===== src/hdl/w3sw_mul.sv =====
// Two-stage wide multiplier: 32x32 partial products, then a shifted sum.
// No dependencies.
`default_nettype none

module w3sw_mul #(
    parameter int A_W = 37,
    parameter int B_W = 17
) (
    input  logic               clk,
    input  logic               en,
    input  logic [A_W-1:0]     a,
    input  logic [B_W-1:0]     b,
    output logic [A_W+B_W-1:0] p
);
    localparam int CA     = (A_W + 31) / 32;
    localparam int CB     = (B_W + 31) / 32;
    localparam int P_W    = A_W + B_W;
    localparam int FULL_W = 32 * (CA + CB);

    logic [32*CA-1:0]  a_ext;
    logic [32*CB-1:0]  b_ext;
    logic [63:0]       pp_reg [CA*CB];
    logic [FULL_W-1:0] sum;
    logic [P_W-1:0]    p_reg;

    assign a_ext = (32*CA)'(a);
    assign b_ext = (32*CB)'(b);

    always_comb
    begin
        sum = '0;
        for (int i = 0; i < CA; i++)
            for (int j = 0; j < CB; j++)
                sum = sum + (FULL_W'(pp_reg[i*CB+j]) << (32 * (i + j)));
    end

    always_ff @(posedge clk)
    begin
        if (en)
        begin
            for (int i = 0; i < CA; i++)
                for (int j = 0; j < CB; j++)
                    pp_reg[i*CB+j] <= 64'(a_ext[32*i +: 32]) * 64'(b_ext[32*j +: 32]);
            p_reg <= sum[P_W-1:0];
        end
    end

    assign p = p_reg;

endmodule

`default_nettype wire


===== config.mk =====
export PLATFORM = sky130hd
export DESIGN_NAME = w3sw_mul
export DESIGN_NICKNAME = d
export VERILOG_FILES = /design/src/hdl/w3sw_mul.sv
export SDC_FILE = /design/constraint.sdc
export NUM_CORES = 2
export LEC_CHECK = 0
export ABC_AREA = 1
export ABC_CLOCK_PERIOD_IN_PS = 7100
export BUFFER_PORTS_ARGS = -buffer_cell sky130_fd_sc_hd__buf_2
export CORE_ASPECT_RATIO = 1.4
export CORE_MARGIN = 3
export CORE_UTILIZATION = 58
export DETAILED_ROUTE_END_ITERATION = 12
export PLACE_DENSITY = 0.72
export SLEW_MARGIN = 30
export SYNTH_ARGS = -nofsm -noshare
export SYNTH_HDL_FRONTEND = slang
export SYNTH_SLANG_ARGS = --single-unit
export TNS_END_PERCENT = 20

===== constraint.sdc =====
create_clock -name clk -period 7.1 [get_ports clk]
set_input_delay 1.065 -clock clk [delete_from_list [all_inputs] [get_ports clk]]
set_output_delay 1.065 -clock clk [all_outputs]
set_load 0.05 [all_outputs]

==> impl_metrics.env <==
export IMPL_status="completed"
export IMPL_synth_area_sq_um=26500
export IMPL_yosys_top_cells_area="fa_1 37%, nand2_1 15%, inv_1 14%, edfxtp_1 14%, ha_1 8.0%"
export IMPL_skew_ns=0.0151
export IMPL_place_gp_congestion=0.961
export IMPL_r2r_cells=7
export IMPL_first_pass_iters=6
export IMPL_reg2reg_from="pp_reg[0][41]"
export IMPL_num_rows=92
export IMPL_ant_nets=0
export IMPL_avgSynthCellArea_sq_um=7.71
export IMPL_min_from="pp_reg[0][28]"
export IMPL_synth_top_area_cell="fa_1"
export IMPL_fin_util_pct=62.8
export IMPL_die_h_um=259
export IMPL_num_vias=21100
export IMPL_drive_gt1_share_pct=6.22
export IMPL_cts_buffer_depth=2
export IMPL_yosysWarningCount=0
export IMPL_hold_path_depth=0
export IMPL_crit_fanout=25
export IMPL_cp_top_family="adder cells"
export IMPL_fillers=4139
export IMPL_path_common_cell="fa_1"
export IMPL_io_buffers=109
export IMPL_cts_hold_buffers=0
export IMPL_startpoint="b[2]"
export IMPL_relSlewSlack_pct=38.3
export IMPL_worstSetupStartpointType="input pin"
export IMPL_synth_top_family_by_area="adder cells"
export IMPL_ios=110
export IMPL_htreeDepth=4
export IMPL_synth_compound_area_share_pct=2.29
export IMPL_place_hpwl_um=57700
export IMPL_synthAdderAreaFrac_pct=45.4
export IMPL_cp_data_arrival_time_ns=6.82
export IMPL_cts_resized=0
export IMPL_wl_per_cell_um=16.8
export IMPL_worst_pin_slew_ns=0.925
export IMPL_wirelength_um=68600
export IMPL_setup_tns_ns=0
export IMPL_yosys_register_bits=125
export IMPL_timing_final_setup_violations=0
export IMPL_cp_slowest_cell="buf_2"
export IMPL_multi_input_area_sq_um=18400
export IMPL_worstReg2RegEnd="p[52]"
export IMPL_vias_per_cell=5.17
export IMPL_min_period_ns=6.66
export IMPL_area_growth_pct=7.02
export IMPL_initial_core_util_pct=58.7
export IMPL_cts_tree="yes"
export IMPL_grt_pass1_vias=23000
export IMPL_finalHoldViolations=0
export IMPL_fmax_ghz=0.150
export IMPL_cp_cell_sequence="buf_2 -> buf_4 -> nand2_1 -> fa_1 -> fa_1 -> fa_1 -> inv_1 -> fa_1 -> fa_1 -> inv_1 -> fa_1 -> inv_1 -> ha_1 -> nand2_1 -> nor2_2 -> nand3_1 -> nand3_2 -> nand2_1 -> nand2_1 -> xor2_1"
export IMPL_clk_pin_slew_worst_paths_ns=0.05
export IMPL_slew_viol_final=0
export IMPL_cts_setup_buffers=0
export IMPL_core_area_sq_um=45100
export IMPL_antenna_found_initial=3
export IMPL_synth_seq_area_share_pct=14.2
export IMPL_die_w_um=187
export IMPL_path_buf_inv=5
export IMPL_synth_simple_area_share_pct=19.8
export IMPL_clockRootBuffer="clkbuf_16"
export IMPL_final_common_cell="nand2_1"
export IMPL_cp_end_kind="flip-flop"
export IMPL_regArea_sq_um=3750
export IMPL_synth_top_area_share_pct=37.4
export IMPL_layout_common_cells="1089 x nand2_1, 1016 x inv_1, 495 x fa_1"
export IMPL_cts_made_buffers=17
export IMPL_cts_sinks=125
export IMPL_hold_path_class="reg -> reg"
export IMPL_dr_first_iter_drc_count=1188
export IMPL_synthesis_nets=4157
export IMPL_largest_reg_flops=71
export IMPL_netlist_instances=3436
export IMPL_overflow=0
export IMPL_grt_pass1_wl_um=115000
export IMPL_synth_area_mux_share_pct=0
export IMPL_dieArea_sq_um=48300
export IMPL_cp_required_ns=7.26
export IMPL_drcViolationCount=0
export IMPL_grt_max_degree=66
export IMPL_slowest_delay_ns=0.60
export IMPL_min_period_over_period_pct=93.8
export IMPL_grt_setup_unrepaired="false"
export IMPL_drv_cap=0
export IMPL_clk_latency_ns=0.42
export IMPL_finish_net_count=4182
export IMPL_grt_usage_pct=29.9
export IMPL_reg2reg_slack_ns=4.92
export IMPL_hold_end="p[28]"
export IMPL_ys_types=33
export IMPL_synth_xor_area_share_pct=1.85
export IMPL_worstSetupPathType="in -> reg"
[worst max-delay path by stage]
stage,slack (ns),endpoint,cells past startpoint
CTS,0.51,pp_reg[0][21],20
detailed placement,0.09,pp_reg[0][21],20
floorplan,0.85,pp_reg[0][48],24
global route,0.23,pp_reg[0][21],20
global placement,0.11,pp_reg[0][21],20
finish,0.44,pp_reg[0][21],20
[cell families (layout without fill, tap and decap cells)]
group,count (synthesis),in the layout
AO/OA/AOI/OAI,107,107
XOR/XNOR,56,56
adder cells (fa/ha/maj),665,665
buffers and inverters,1161,1199
flip-flops,125,125
other,0,3
AND/OR/NAND/NOR,1322,1322
[layout make-up]
class,instances,area share (%)
Multi-Input combinational cell,2150,64.8
Antenna cell,3,0.0265
Timing Repair Buffer,148,3.27
Inverter,1019,13.5
Clock buffer,17,1.50
Sequential cell,125,13.2
Clock inverter,15,0.944
Tap cell,611,2.70
[worst register-to-register path, cell delays in order (launching register included)]
cell and delay [ns]:
edfxtp_1 0.45, ha_1 0.40, a21oi_1 0.26, o21ai_0 0.19
o21ai_0 0.38, nand3_1 0.13, nand2_1 0.08, nand2_1 0.05
[per-layer routing]
metal / up-vias / GRT usage, % / part of all wire [%] / wire, um
met2: 754 / 54.3 / 51 / 35100
met3: 219 / 3.17 / 5.5 / 3740
met4: 0 / 13.3 / 5.0 / 3420
li1: 9798 / - / - / -
met1: 10400 / 36.0 / 38 / 26300
met5: - / 0 / 0 / 0
[cells in the mapped netlist]
master,instances
a21o_1,7
nand3_1,63
inv_2,3
edfxtp_1,125
o21a_1,4
nand3b_1,4
xnor2_1,11
a21oi_1,64
o21ai_0,14
nand2_2,7
nand2_1,1089
and2_1,2
o21ai_2,2
nor3_1,8
o211a_1,1
nor2_4,2
a22oi_1,1
xor2_1,45
a21boi_0,1
nand3_2,8
fa_1,495
buf_1,41
or2_0,1
clkbuf_1,101
nor4_1,4
a31oi_1,4
ha_1,170
nor2_2,15
o21bai_1,9
nor2_1,101
nand4_1,17
and2_4,1
inv_1,1016
[through the flow]
step	std cells	setup WS [ns]	instance area [sq um]	hold WS, ns
after floorplan	3436	0.848	26500	0.400
after detailed placement	4053	0.0884	27700	0.405
after global routing	4087	0.229	28400	0.422
after global placement	4053	0.110	27700	0.402
final	4088	0.443	28400	0.417
after CTS	4085	0.506	28400	0.418
Power is left out: the tool's default activity adds up to more than one toggle a clock period on the data nets, which glitch-free logic cannot reach.
