## config.mk

```make
export PLATFORM = sky130hd
export DESIGN_NAME = w3sw_beta
export DESIGN_NICKNAME = d
export VERILOG_FILES = /design/src/hdl/w3sw_pkg.sv /design/src/hdl/w3sw_beta.sv
export SDC_FILE = /design/constraint.sdc
export NUM_CORES = 2
export LEC_CHECK = 0
export ABC_CLOCK_PERIOD_IN_PS = 9900
export BUFFER_PORTS_ARGS = -buffer_cell sky130_fd_sc_hd__buf_4
export CORE_ASPECT_RATIO = 2
export CORE_MARGIN = 2
export CORE_UTILIZATION = 60
export CTS_CLUSTER_SIZE = 40
export DETAILED_ROUTE_END_ITERATION = 16
export PLACE_DENSITY = 0.77
export SLEW_MARGIN = 20
export SYNTH_ARGS = -nofsm -noshare
export SYNTH_HDL_FRONTEND = slang
export SYNTH_SLANG_ARGS = --single-unit
```

## constraint.sdc

```tcl
create_clock -name clk -period 9.9 [get_ports clk]
set_input_delay 0.99 -clock clk [delete_from_list [all_inputs] [get_ports clk]]
set_output_delay 0.99 -clock clk [all_outputs]
set_load 0.05 [all_outputs]
```

## src/hdl/w3sw_pkg.sv

```systemverilog
// Shared constants, register codes and the small remainder table for the
// WENO3 smoothness and weight block. No dependencies.
`default_nettype none

package w3sw_pkg;

    localparam int BETA_W     = 38;
    localparam int LIN_W      = 17;
    localparam int EPS_W      = 32;
    localparam int CFG_DATA_W = 32;
    localparam int CFG_IDX_W  = 2;

    localparam logic [LIN_W-1:0] LEFT_WEIGHT_RST  = LIN_W'(36409);
    localparam logic [LIN_W-1:0] RIGHT_WEIGHT_RST = LIN_W'(29127);
    localparam logic [EPS_W-1:0] EPSILON_RST      = EPS_W'(1);

    typedef enum logic [CFG_IDX_W-1:0] {
        CFG_LEFT_WEIGHT  = 2'd0,
        CFG_RIGHT_WEIGHT = 2'd1,
        CFG_EPSILON      = 2'd2
    } cfg_index_t;

    // floor(b*b/12) for a remainder b below twelve
    function automatic logic [3:0] sq_rem_div12(input logic [3:0] b);
        logic [3:0] r;
        unique case (b)
            4'd4:    r = 4'd1;
            4'd5:    r = 4'd2;
            4'd6:    r = 4'd3;
            4'd7:    r = 4'd4;
            4'd8:    r = 4'd5;
            4'd9:    r = 4'd6;
            4'd10:   r = 4'd8;
            4'd11:   r = 4'd10;
            default: r = 4'd0;
        endcase
        return r;
    endfunction

endpackage

`default_nettype wire

```

## src/hdl/w3sw_beta.sv

```systemverilog
// Five-stage smoothness indicator pipeline: differences, squares, division
// of the second-difference square by twelve by reciprocal. Uses w3sw_pkg.
`default_nettype none

module w3sw_beta #(
    parameter int SAMPLE_BITS = 16
) (
    input  logic                          clk,
    input  logic                          en,
    input  logic signed [SAMPLE_BITS-1:0] sample_m1,
    input  logic signed [SAMPLE_BITS-1:0] sample_0,
    input  logic signed [SAMPLE_BITS-1:0] sample_p1,
    input  logic signed [SAMPLE_BITS-1:0] sample_p2,
    output logic [2*SAMPLE_BITS+3:0]      beta_left,
    output logic [2*SAMPLE_BITS+3:0]      beta_right
);
    import w3sw_pkg::*;

    localparam int DC_W = SAMPLE_BITS;
    localparam int E_W  = SAMPLE_BITS + 1;
    localparam int Q_W  = E_W - 3;
    localparam int RP_W = E_W + Q_W;
    localparam int PQ_W = Q_W + E_W + 1;
    localparam int BW   = 2 * SAMPLE_BITS + 4;
    localparam logic [Q_W-1:0] RECIP = Q_W'((1 << E_W) / 12);

    logic signed [SAMPLE_BITS:0]   dl, dc, dr;
    logic signed [SAMPLE_BITS+1:0] el, er;
    logic [DC_W-1:0] adc_next;
    logic [E_W-1:0]  ae_next [2];

    logic [DC_W-1:0]   adc_reg;
    logic [E_W-1:0]    ae1_reg [2];
    logic [2*DC_W-1:0] dc2_s2_reg, dc2_s3_reg, dc2_s4_reg;
    logic [2*E_W-1:0]  e2_s2_reg [2];
    logic [2*E_W-1:0]  e2_s3_reg [2];
    logic [2*E_W-1:0]  e2_s4_reg [2];
    logic [E_W-1:0]    ae2_reg [2];
    logic [Q_W-1:0]    q0_reg [2];
    logic [E_W-1:0]    ae3_reg [2];
    logic [Q_W-1:0]    quo_reg [2];
    logic [3:0]        rem_reg [2];
    logic [PQ_W-1:0]   prod_reg [2];
    logic [3:0]        tail_reg [2];
    logic [BW-1:0]     beta_reg [2];

    logic [RP_W-1:0] rp [2];
    logic [E_W-1:0]  twelve [2];
    logic [E_W-1:0]  rem_full [2];
    logic            rem_ge [2];
    logic [Q_W-1:0]  quo_next [2];
    logic [3:0]      rem_next [2];
    logic [PQ_W-1:0] prod_next [2];
    logic [BW-1:0]   beta_next [2];

    always_comb
    begin
        dl = (SAMPLE_BITS+1)'(sample_0) - (SAMPLE_BITS+1)'(sample_m1);
        dc = (SAMPLE_BITS+1)'(sample_p1) - (SAMPLE_BITS+1)'(sample_0);
        dr = (SAMPLE_BITS+1)'(sample_p2) - (SAMPLE_BITS+1)'(sample_p1);
        el = (SAMPLE_BITS+2)'(dc) - (SAMPLE_BITS+2)'(dl);
        er = (SAMPLE_BITS+2)'(dr) - (SAMPLE_BITS+2)'(dc);
        adc_next   = dc[SAMPLE_BITS] ? DC_W'(-dc) : DC_W'(dc);
        ae_next[0] = el[SAMPLE_BITS+1] ? E_W'(-el) : E_W'(el);
        ae_next[1] = er[SAMPLE_BITS+1] ? E_W'(-er) : E_W'(er);
    end

    // |e| = 12*quo + rem, quotient estimate low by at most one
    always_comb
    begin
        for (int i = 0; i < 2; i++)
        begin
            rp[i]        = RP_W'(ae1_reg[i]) * RP_W'(RECIP);
            twelve[i]    = E_W'({q0_reg[i], 3'b000}) + E_W'({q0_reg[i], 2'b00});
            rem_full[i]  = ae2_reg[i] - twelve[i];
            rem_ge[i]    = rem_full[i] >= E_W'(12);
            quo_next[i]  = q0_reg[i] + Q_W'(rem_ge[i]);
            rem_next[i]  = rem_ge[i] ? 4'(rem_full[i] - E_W'(12)) : 4'(rem_full[i]);
            prod_next[i] = PQ_W'(quo_reg[i]) * (PQ_W'(ae3_reg[i]) + PQ_W'(rem_reg[i]));
            beta_next[i] = BW'(dc2_s4_reg) + BW'(e2_s4_reg[i]) + BW'(prod_reg[i])
                         + BW'(tail_reg[i]);
        end
    end

    always_ff @(posedge clk)
    begin
        if (en)
        begin
            adc_reg    <= adc_next;
            dc2_s2_reg <= (2*DC_W)'(adc_reg) * (2*DC_W)'(adc_reg);
            dc2_s3_reg <= dc2_s2_reg;
            dc2_s4_reg <= dc2_s3_reg;
            for (int i = 0; i < 2; i++)
            begin
                ae1_reg[i]   <= ae_next[i];
                e2_s2_reg[i] <= (2*E_W)'(ae1_reg[i]) * (2*E_W)'(ae1_reg[i]);
                ae2_reg[i]   <= ae1_reg[i];
                q0_reg[i]    <= rp[i][RP_W-1:E_W];
                e2_s3_reg[i] <= e2_s2_reg[i];
                ae3_reg[i]   <= ae2_reg[i];
                quo_reg[i]   <= quo_next[i];
                rem_reg[i]   <= rem_next[i];
                e2_s4_reg[i] <= e2_s3_reg[i];
                prod_reg[i]  <= prod_next[i];
                tail_reg[i]  <= sq_rem_div12(rem_reg[i]);
                beta_reg[i]  <= beta_next[i];
            end
        end
    end

    assign beta_left  = beta_reg[0];
    assign beta_right = beta_reg[1];

endmodule

`default_nettype wire

```

==> results list <==
- Outcome: finished clean
* Reg2reg setup slack: 1410 ps
- Once layout is complete, the cells apart from fillers number 9324.
- Top-Level Pins: 138
- Area added between synthesis and finish: 6.213%
- The startpoint identified for the worst register-to-register timing path is rem_reg[0][1]$_DFFE_PP_.
* Cts repair resizes: 0
* Clock sink count: 611
* Dominant synthesized flop cell: edfxtp_1
* Number of enable-type register cells in the synthesized netlist: 611
* Setup TNS: 0 ps
- The register with the most flip-flops in the layout has 70 of them.
* Most instantiated library cell after synthesis: inv_1
- The critical path is of the flop to flop type.
- The tool flagged a number of max-cap violations equal to 0.
- The number of global-route vias before repair is 58645.
- TritonCTS built the clock tree.
- All-layer global routing usage: 29.42%
- Summing all multi-input logic gate instances after layout gives 52830 µm².
* Worst Path Max Fanout: 9
- H-tree Lvls: 2
- The die covers 133000 µm².
- Mapped Cells: 7487
- Top cell family by delay on the critical path: adder cells
- Placeable Area: 129400 µm²
* Total of endpoints with negative setup slack in the final report: 0
* Data required time at the worst endpoint: 10440 ps
- Once the clock tree was built, the setup fixing pass inserted 0 buffers.
- Counting tap cells, the placed design contains a total of 9225 instances.
- The first global-routing pass estimated 302400 µm of wire.
- Total vias in the final route: 53205
- After layout, the worst path uses 85.75% of the clock period.
- Half-perimeter wire length after placement: 158000 µm
- Synth area leader: fa_1
* Top post-synthesis cells by count: inv_1 (1635), fa_1 (1186), ha_1 (929)
- Leading cell types by total area after synthesis: fa_1 (30%), edfxtp_1 (24%), ha_1 (15%)
* Min-Delay Path Class: flop to flop
* Proportion of layout cells with a drive suffix above 1: 4.448%
- In this run the deepest clock path goes through 3 buffers.
- Crit path buf inv count: 6
- For the pin with the worst max-slew slack, the measured transition is 1180 ps.
- On the worst path, the slowest cell contributes a delay of 540 ps.
* Detailed Routing Iterations Pass 1: 6
- Setup repair after global routing left no endpoint under its margin.
* GRT overflow: 0
- For this block, wires on met1 add up to 63050 µm.
* Root buffer cell: clkbuf_16
* Number of nets still failing antenna checks after routing: 0
- Static timing analysis puts the maximum clock frequency at 117.8 MHz.
- Endpoint of the worst-slack reg-to-reg timing path: prod_reg[0][28]$_DFFE_PP_
* Final critical delay including setup and external delays: 8490 ps
* Final Hold Vio Count: 0
- The routed design uses 8356 µm of met3 wire.
* Type of element capturing the critical path: flop
* Placement row count: 187
- Fill cell count: 10113
* Distinct cells, synth: 90
* Area taken by flip-flops and latches: 18350 µm²
- Initial Utilization: 60.26%
* CP arrival: 9030 ps
* Die boundary height: 513.8 µm
- Iteration-0 DRC Markers: 3135
- Cell with the largest stage delay on the worst path: fa_1
- Worst skew pair latency: 670 ps
- Worst setup endpoint: prod_reg[0][28]$_DFFE_PP_
- The detailed router used layers up to and including met5.
- In this run the tool buffered the top-level ports with 135 buffer cells.
- Clk pin slew, worst setup/hold paths: 70 ps
- In this run the worst setup path begins at rem_reg[0][1]$_DFFE_PP_.
- The die is 258.9 µm wide.
* Routability congestion estimate: 0.9539
* Worst Reg2Reg Path Length in Cells: 30
- Antenna violations before repair: 4
- Proportion of synthesized flip-flops having asynchronous set or reset: 0%
* Synth warnings: 0
* Synthesized flop and latch total: 611
* Element type at the critical path start: flop
- In the detailed route, the total length drawn on met2 is 101800 µm.
* Mean cell area of the mapped netlist: 10.41 µm²
* Netlist area before placement: 77970 µm²
- CTS buffer count: 54
- Wires add up to 189500 µm.
* Worst clock skew: 39.44 ps
- After synthesis, flip-flops and latches occupy 23.53% of the total area.
- Fraction of post-synthesis cell area in the top cell type by area: 30.45%
* NumNets Final: 9761
* Vias per std cell: 5.706
- Drt wl/cell: 20.32 µm
- The critical path runs through a total of 30 cells.
- Entering global routing, the biggest net connects 189 pins.
- Buffers inserted to repair hold after CTS numbered 0.
- In the routed design, unresolved DRC markers number 0.
- Max_slew headroom: 21.31%
* Final number of max-transition violations: 0
## worst min-delay path by stage
stage | start | to | slack, ps | cells after the start
floorplan | dc2_s2_reg[0]$_DFFE_PP_ | dc2_s3_reg[0]$_DFFE_PP_ | 400 | 0
global placement | e2_s3_reg[0][31]$_DFFE_PP_ | e2_s4_reg[0][31]$_DFFE_PP_ | 400 | 0
detailed placement | dc2_s3_reg[0]$_DFFE_PP_ | dc2_s4_reg[0]$_DFFE_PP_ | 400 | 0
CTS | dc2_s3_reg[21]$_DFFE_PP_ | dc2_s4_reg[21]$_DFFE_PP_ | 390 | 0
global route | e2_s3_reg[0][51]$_DFFE_PP_ | e2_s4_reg[0][51]$_DFFE_PP_ | 390 | 0
finish | e2_s3_reg[0][51]$_DFFE_PP_ | e2_s4_reg[0][51]$_DFFE_PP_ | 390 | 0
## cells by family after synthesis
logic type                 Yosys count  share of synthesized area (%)
muxes                               16                         0.2198
xor gates and xnor gates           387                          4.347
adders and majority gates         2115                          45.36
AOI/OAI and AO/OA                  897                          7.681
DFF                                611                          23.53
other                                1                       0.004809
buffers and inverters             1813                          8.745
and+or+nand+nor                   1647                          10.11
## area by class of cell
| class | count | share of cell area [%] |
|---|---|---|
| diodes | 1 | 0.003022 |
| clock buffers | 56 | 1.641 |
| clock inverters | 42 | 0.5484 |
| inverters | 1655 | 7.501 |
| multi-input cells | 5064 | 63.79 |
| flip-flops and latches | 611 | 22.15 |
| well taps | 1701 | 2.570 |
| repair buffers | 194 | 1.798 |
## metal layers
| layer | vias to the layer above | GRT usage [%] |
|---|---|---|
| li1 | 24093 | - |
| met1 | 26597 | 30.78 |
| met2 | 1739 | 54.68 |
| met3 | 772 | 2.731 |
| met4 | 4 | 20.80 |
| met5 | - | 0 |
## metrics by stage
step	hold WS [ps]	worst slack [ps]	utilization, %	area (µm²)
after floorplan	400.3	2248	-	77980
after global placement	403.1	1495	62.60	81000
after detailed placement	404.5	1396	62.60	81000
after CTS	390.1	1366	64.01	82820
after global routing	392.3	899.9	64.01	82820
final	386.9	1410	64.01	82820
## cell usage in the layout (no fill, tap or decap), types with 13 or more instances in the layout
master,synthesis,layout
a211oi_1,29,29
a221oi_1,16,16
fa_1,1186,1186
clkbuf_16,0,54
or3_1,13,13
o21a_1,62,62
a31oi_1,25,25
a21o_1,156,156
and3_1,33,33
nand4_1,29,29
o2111ai_1,14,14
xnor2_1,262,260
nor2b_1,54,54
nand3_1,68,68
o211ai_1,28,28
nor3_1,56,56
xor2_1,125,125
ha_1,929,929
and2_1,304,304
nand2_1,636,636
o21bai_1,50,50
nor2_1,321,321
a21oi_1,237,237
o31ai_1,21,21
nand2b_1,49,49
inv_1,1635,1635
buf_4,2,191
edfxtp_1,611,611
nor4_1,13,13
o21ai_0,150,149
or2_2,21,21
clkinv_1,15,24
Power is not shown: default switching activity piles up to over one toggle a cycle in this logic, so the estimate is an artifact.
